**src/hdl/mtea_pkg.sv**
```systemverilog
// Package for the moments-to-ellipse-axes block: widths, pipeline depths and
// the CORDIC arctangent table. Depends on nothing; the sqrt, CORDIC and top modules import it.
package mtea_pkg;

   localparam int RadW      = 66;
   localparam int RootW     = 33;
   localparam int RemW      = 35;
   localparam int SqrtSteps = 33;

   localparam int CordW     = 60;
   localparam int CordSteps = 30;

   // Stage 1 takes the item, stage Latency drives the result channel.
   localparam int Latency   = 71;
   localparam int SumDelay  = 33;
   localparam int FlagDelay = 33;
   localparam int ZeroDelay = 31;
   localparam int AngDelay  = 37;

   localparam logic [23:0] AxisMax = 24'hFFFFFF;

   localparam logic [31:0] AtanTab [CordSteps] = '{
      32'h20000000, 32'h12E4051E, 32'h09FB385B, 32'h051111D4, 32'h028B0D43,
      32'h0145D7E1, 32'h00A2F61E, 32'h00517C55, 32'h0028BE53, 32'h00145F2F,
      32'h000A2F98, 32'h000517CC, 32'h00028BE6, 32'h000145F3, 32'h0000A2F9,
      32'h0000517C, 32'h000028BE, 32'h0000145F, 32'h00000A2F, 32'h00000517,
      32'h0000028B, 32'h00000145, 32'h000000A2, 32'h00000051, 32'h00000028,
      32'h00000014, 32'h0000000A, 32'h00000005, 32'h00000002, 32'h00000001
   };

endpackage

```
**src/hdl/mtea_sqrt.sv**
```systemverilog
// Pipelined floor square root of a 66 bit radicand, one root bit per stage.
// Depends on mtea_pkg.
module mtea_sqrt
   import mtea_pkg::*;
(
   input  logic             clock,
   input  logic             en,
   input  logic [RadW-1:0]  rad_i,
   output logic [RootW-1:0] root_o
);

   logic [RadW-1:0]  rad_ff  [SqrtSteps];
   logic [RemW-1:0]  rem_ff  [SqrtSteps];
   logic [RootW-1:0] root_ff [SqrtSteps];
   logic [RadW-1:0]  rad_in  [SqrtSteps];
   logic [RemW-1:0]  rem_in  [SqrtSteps];
   logic [RootW-1:0] root_in [SqrtSteps];

   always_comb begin
      logic [RadW-1:0]  cur_rad;
      logic [RemW-1:0]  cur_rem;
      logic [RootW-1:0] cur_root;
      logic [RemW+1:0]  shifted;
      logic [RemW+1:0]  trial;
      for (int j = 0; j < SqrtSteps; j++) begin
         if (j == 0) begin
            cur_rad  = rad_i;
            cur_rem  = '0;
            cur_root = '0;
         end else begin
            cur_rad  = rad_ff[j-1];
            cur_rem  = rem_ff[j-1];
            cur_root = root_ff[j-1];
         end
         shifted   = {cur_rem, cur_rad[RadW-1 -: 2]};
         trial     = {2'b00, cur_root, 2'b01};
         rad_in[j] = cur_rad << 2;
         if (shifted >= trial) begin
            rem_in[j]  = RemW'(shifted - trial);
            root_in[j] = {cur_root[RootW-2:0], 1'b1};
         end else begin
            rem_in[j]  = RemW'(shifted);
            root_in[j] = {cur_root[RootW-2:0], 1'b0};
         end
      end
   end

   always_ff @(posedge clock) begin
      if (en) begin
         for (int j = 0; j < SqrtSteps; j++) begin
            rad_ff[j]  <= rad_in[j];
            rem_ff[j]  <= rem_in[j];
            root_ff[j] <= root_in[j];
         end
      end
   end

   assign root_o = root_ff[SqrtSteps-1];

endmodule

```
**config.mk**
```make
export PLATFORM = sky130hd
export DESIGN_NAME = mtea_sqrt
export DESIGN_NICKNAME = d
export VERILOG_FILES = /design/src/hdl/mtea_pkg.sv /design/src/hdl/mtea_sqrt.sv
export SDC_FILE = /design/constraint.sdc
export NUM_CORES = 2
export LEC_CHECK = 0
export BUFFER_PORTS_ARGS = -buffer_cell sky130_fd_sc_hd__clkbuf_2
export CORE_ASPECT_RATIO = 1.5
export CORE_MARGIN = 3
export CORE_UTILIZATION = 40
export CTS_CLUSTER_DIAMETER = 200
export DETAILED_ROUTE_END_ITERATION = 10
export SYNTH_ARGS = -nofsm -noshare
export SYNTH_HDL_FRONTEND = slang
export SYNTH_MEMORY_MAX_BITS = 65536
export SYNTH_SLANG_ARGS = --single-unit
```
**constraint.sdc**
```tcl
create_clock -name clock -period 7.3 [get_ports clock]
set_input_delay 0.73 -clock clock [delete_from_list [all_inputs] [get_ports clock]]
set_output_delay 0.73 -clock clock [all_outputs]
set_load 0.01 [all_outputs]
```
==> results.txt <==
The core region is 312000 um2. The post-CTS repair timing setup buffer count is 0, and the worst-skew pair later-pin latency is 0.88 ns. Counting the buffers created by CTS gives 281. The total chip power is 44400 uW.

After layout, the minimum clock period comes to 4.74 ns. The synthesized design contains 2684 enable-type register cells. Clock root buffer: sky130_fd_sc_hd__clkbuf_16. The category of the critical setup timing path is flip-flop to flip-flop. The number of buffers added to fix hold violations after cts was 60; the clock sink count was 2684. For the met1 global-route usage, the log shows 0.162.

The power density of the placed cells came out at 315 nW/um2. At the worst endpoint, the required time is 7.90 ns. The clock transition at the registers of the reported paths was 0.06 ns.

The number of synthesized register bits was 2684. TritonCTS built the clock tree. The post-place instance area was 131000 um2; the part of the Yosys area used for sequential elements was 0.641. Setup violations remaining at the end of the flow were counted as 0.

The die is 464 um wide. The most common flop cell mapped by yosys was sky130_fd_sc_hd__edfxtp_1. The Yosys step of the flow raised 0 warnings. In this run the tool buffered the top-level ports with 100 buffer cells. The total routed wirelength was 274000 um. The depth of the worst hold-timing path came out at 1. In the final routed layout, each cell accounts on average for 19.0 um. The final max-slew violation count came out at 0. The internal portion of the total power is 31600 uW. Number of antenna violations at the first check in global routing: 7. The worst slew slack as a fraction of its limit was 0.0808; the combinational cell fraction of total power was 0.212.

Hold is met by 0.107 ns. The flow ran to the end, and the final reports show no timing, DRC or antenna violations. The worst reg2reg path depth was 11. Setup repair after global routing left no endpoint under its margin.

The number of nets in the synthesized netlist is 10400. The worst hold path class is input port to flip-flop. For the remaining antenna violation count after routing, the log shows 0. In this run the critical register-to-register path is captured at rem_ff[0][1074]$_DFFE_PP_. After floorplanning, the core was divided into 251 placement rows.

The fraction of synthesis flops using an asynchronous set or reset pin was 0. Summed over all layers, the global routing overflow is 0. The top fanout value on the critical path came out at 36.

The detailed router finished its first iteration with 5223 violations. The run gives 77700 as the number of global-route vias before repair. The worst hold path begins at rad_i[4]. HPWL after detailed placement: 197000 um. STA puts the critical path data arrival time at 5.34 ns.

Leaving out fill and tap cells, the most frequent cell in the layout is sky130_fd_sc_hd__edfxtp_1. Entering global routing, the biggest net connects 189 pins. The tools report the final cell utilization of the core as 0.451.

Across the whole layout, storage elements account for 80600 um2. For this block, the via count after detailed routing is 75700. The final net count is 10700, and the multi-input logic area is 41300 um2. The tool flagged a number of max-cap violations equal to 0.

Height of the chip: 692 um. The number of different library cells in the post-synthesis netlist is 93, and the share of the cycle needed by the critical path after routing is 0.649. The global-route track usage on met3 was 0.0225. The sequential share of power is 0.469, and the number of fill cells in the layout is 27800.

The maximum buffer depth of the clock tree was 4. The number of H-tree branching levels came out at 5. In the layout the commonest cells are sky130_fd_sc_hd__edfxtp_1, sky130_fd_sc_hd__inv_1, sky130_fd_sc_hd__nand2_1, sky130_fd_sc_hd__nor2_1, sky130_fd_sc_hd__ha_1. The fraction of final layout cells with drive strength greater than 1 works out to 0.0690.

STA classifies the critical path startpoint as a flip-flop. In this run the critical register-to-register path is launched from rem_ff[0][1019]$_DFFE_PP_. The kind of end point of the critical path was a flip-flop.

The number of hold violations in the final report is 0. For hold timing, the worst endpoint is rad_ff[0][4]$_DFFE_PP_. The tools report the post-CTS resize count as 0. The first global-routing pass estimated 424000 um of wire.

The area growth from synthesis to layout is 12.1%. The met2 track utilization from global routing is 0.325. The final weighted congestion in routability-driven placement came out at 0.965.

After global routing, the most crowded layer is met2. The highest achievable clock rate is 0.211 GHz. The switching power of the nets was 12800 uW. The die covers 321000 um2. The switching power as a share of total power is 0.289, and the mean post-synth cell area is 12.9 um2. In this run the count of I/O pins placed on the die edge is 101.

The count of TritonRoute iterations in the first routing pass is 8. Global router's overall resource usage: 0.166. The final setup TNS is 0 ns, and the post-synthesis cell area is 126000 um2.

Setup slack on the worst reg-to-reg path comes out at 2.56 ns. In this run the static leakage power is 0.0531 uW. The clock network fraction of design power is 0.319, and the clock tree skew after final layout is 0.0795 ns. The slew at the pin closest to its max-slew limit was 1.36 ns. The run gives 9763 as the count of mapped cells out of synthesis.

Using the TritonRoute via totals, the vias-per-cell ratio works out to 5.23. The starting utilization of the core area is 0.403, and the highest ir drop seen on vdd is 0.203 mV. The tools report the final non-filler cell area as 141000 um2. The post-route DRC violation count was 0.
stage by stage:
step,setup slack (ns),cells
floorplan,3.72,9763
global placement,2.58,13900
detailed placement,2.54,13900
CTS,2.50,14400
global route,2.40,14500
finish,2.56,14500
synthesized netlist by cell type (113+ instances only):
cell | instances | area share
sky130_fd_sc_hd__xor2_1 | 465 | 0.032
sky130_fd_sc_hd__xnor2_1 | 436 | 0.030
sky130_fd_sc_hd__a21oi_1 | 567 | 0.023
sky130_fd_sc_hd__nor2_1 | 602 | 0.018
sky130_fd_sc_hd__nand2_1 | 673 | 0.020
sky130_fd_sc_hd__o21a_1 | 121 | 0.0072
sky130_fd_sc_hd__nand3_1 | 166 | 0.0066
sky130_fd_sc_hd__o21ai_0 | 515 | 0.021
sky130_fd_sc_hd__nor4_1 | 152 | 0.0076
sky130_fd_sc_hd__edfxtp_1 | 2684 | 0.64
sky130_fd_sc_hd__a21o_1 | 252 | 0.015
sky130_fd_sc_hd__inv_1 | 759 | 0.023
sky130_fd_sc_hd__nand2b_1 | 117 | 0.0058
sky130_fd_sc_hd__clkbuf_1 | 168 | 0.0050
sky130_fd_sc_hd__ha_1 | 596 | 0.059
sky130_fd_sc_hd__nor3_1 | 252 | 0.010
sky130_fd_sc_hd__or3_1 | 113 | 0.0056
routing by layer:
layer	share of wire	wire, um	vias up
li1	-	-	36800
met1	0.35	96500	36500
met2	0.55	151000	1591
met3	0.034	9370	749
met4	0.065	17700	2
met5	0.000047	13	-
cell families (layout without fill, tap and decap cells):
| group | after synthesis | after routing | share of synthesized area |
|---|---|---|---|
| AOI/OAI and AO/OA | 1968 | 1968 | 0.0982 |
| and+or+nand+nor | 2558 | 2558 | 0.101 |
| muxes | 76 | 76 | 0.00672 |
| buffers and inverters | 979 | 1481 | 0.0305 |
| xor gates and xnor gates | 901 | 901 | 0.0628 |
| other | 1 | 24 | 0.0000298 |
| adders and majority gates | 596 | 596 | 0.0593 |
| DFF | 2684 | 2684 | 0.641 |
power by group through the flow:
stage,clock network [uW],registers (uW),logic [uW]
CTS,14700,20800,9420
floorplan,0,20500,6690
detailed placement,0,21100,9340
global placement,0,21100,9200
global route,15300,21000,10400
finish,14200,20800,9420
flip-flops by register name (all words and copies together), names as in the netlist:
name,flops
rem_ff,1067
root_ff,561
rad_ff,1056
layout make-up:
type	instances	share of cell area
Sequential cell	2684	0.572
Tap cell	4174	0.0371
Clock buffer	335	0.0524
Multi-Input combinational cell	6100	0.293
Timing Repair Buffer	226	0.0129
Antenna cell	23	0.000409
Clock inverter	158	0.0114
Inverter	762	0.0203
worst max-delay path, cell delays in order, from the launching register on:
cell and delay (ns):
sky130_fd_sc_hd__edfxtp_1 0.40, sky130_fd_sc_hd__ha_1 0.40, sky130_fd_sc_hd__nand3_1 0.28, sky130_fd_sc_hd__a21oi_1 0.27, sky130_fd_sc_hd__a21oi_1 0.10, sky130_fd_sc_hd__o2111ai_1 0.44, sky130_fd_sc_hd__nand2_1 0.33, sky130_fd_sc_hd__o41ai_1 0.73
sky130_fd_sc_hd__a31oi_4 0.48, sky130_fd_sc_hd__clkinv_1 0.20, sky130_fd_sc_hd__buf_4 0.42, sky130_fd_sc_hd__mux2_2 0.39
worst max-delay path by stage:
stage | startpoint | slack (ns) | endpoint | depth (start not counted)
final | rem_ff[0][1019]$_DFFE_PP_ | 2.56 | rem_ff[0][1074]$_DFFE_PP_ | 11
after global routing | rem_ff[0][1019]$_DFFE_PP_ | 2.40 | rem_ff[0][1074]$_DFFE_PP_ | 11
after CTS | rem_ff[0][1019]$_DFFE_PP_ | 2.50 | rem_ff[0][1074]$_DFFE_PP_ | 11
after detailed placement | rem_ff[0][1019]$_DFFE_PP_ | 2.54 | rem_ff[0][1074]$_DFFE_PP_ | 11
after global placement | rem_ff[0][1019]$_DFFE_PP_ | 2.58 | rem_ff[0][1074]$_DFFE_PP_ | 11
after floorplan | rem_ff[0][185]$_DFFE_PP_ | 3.72 | rem_ff[0][228]$_DFFE_PP_ | 10
(Power assumes the default switching activity.)
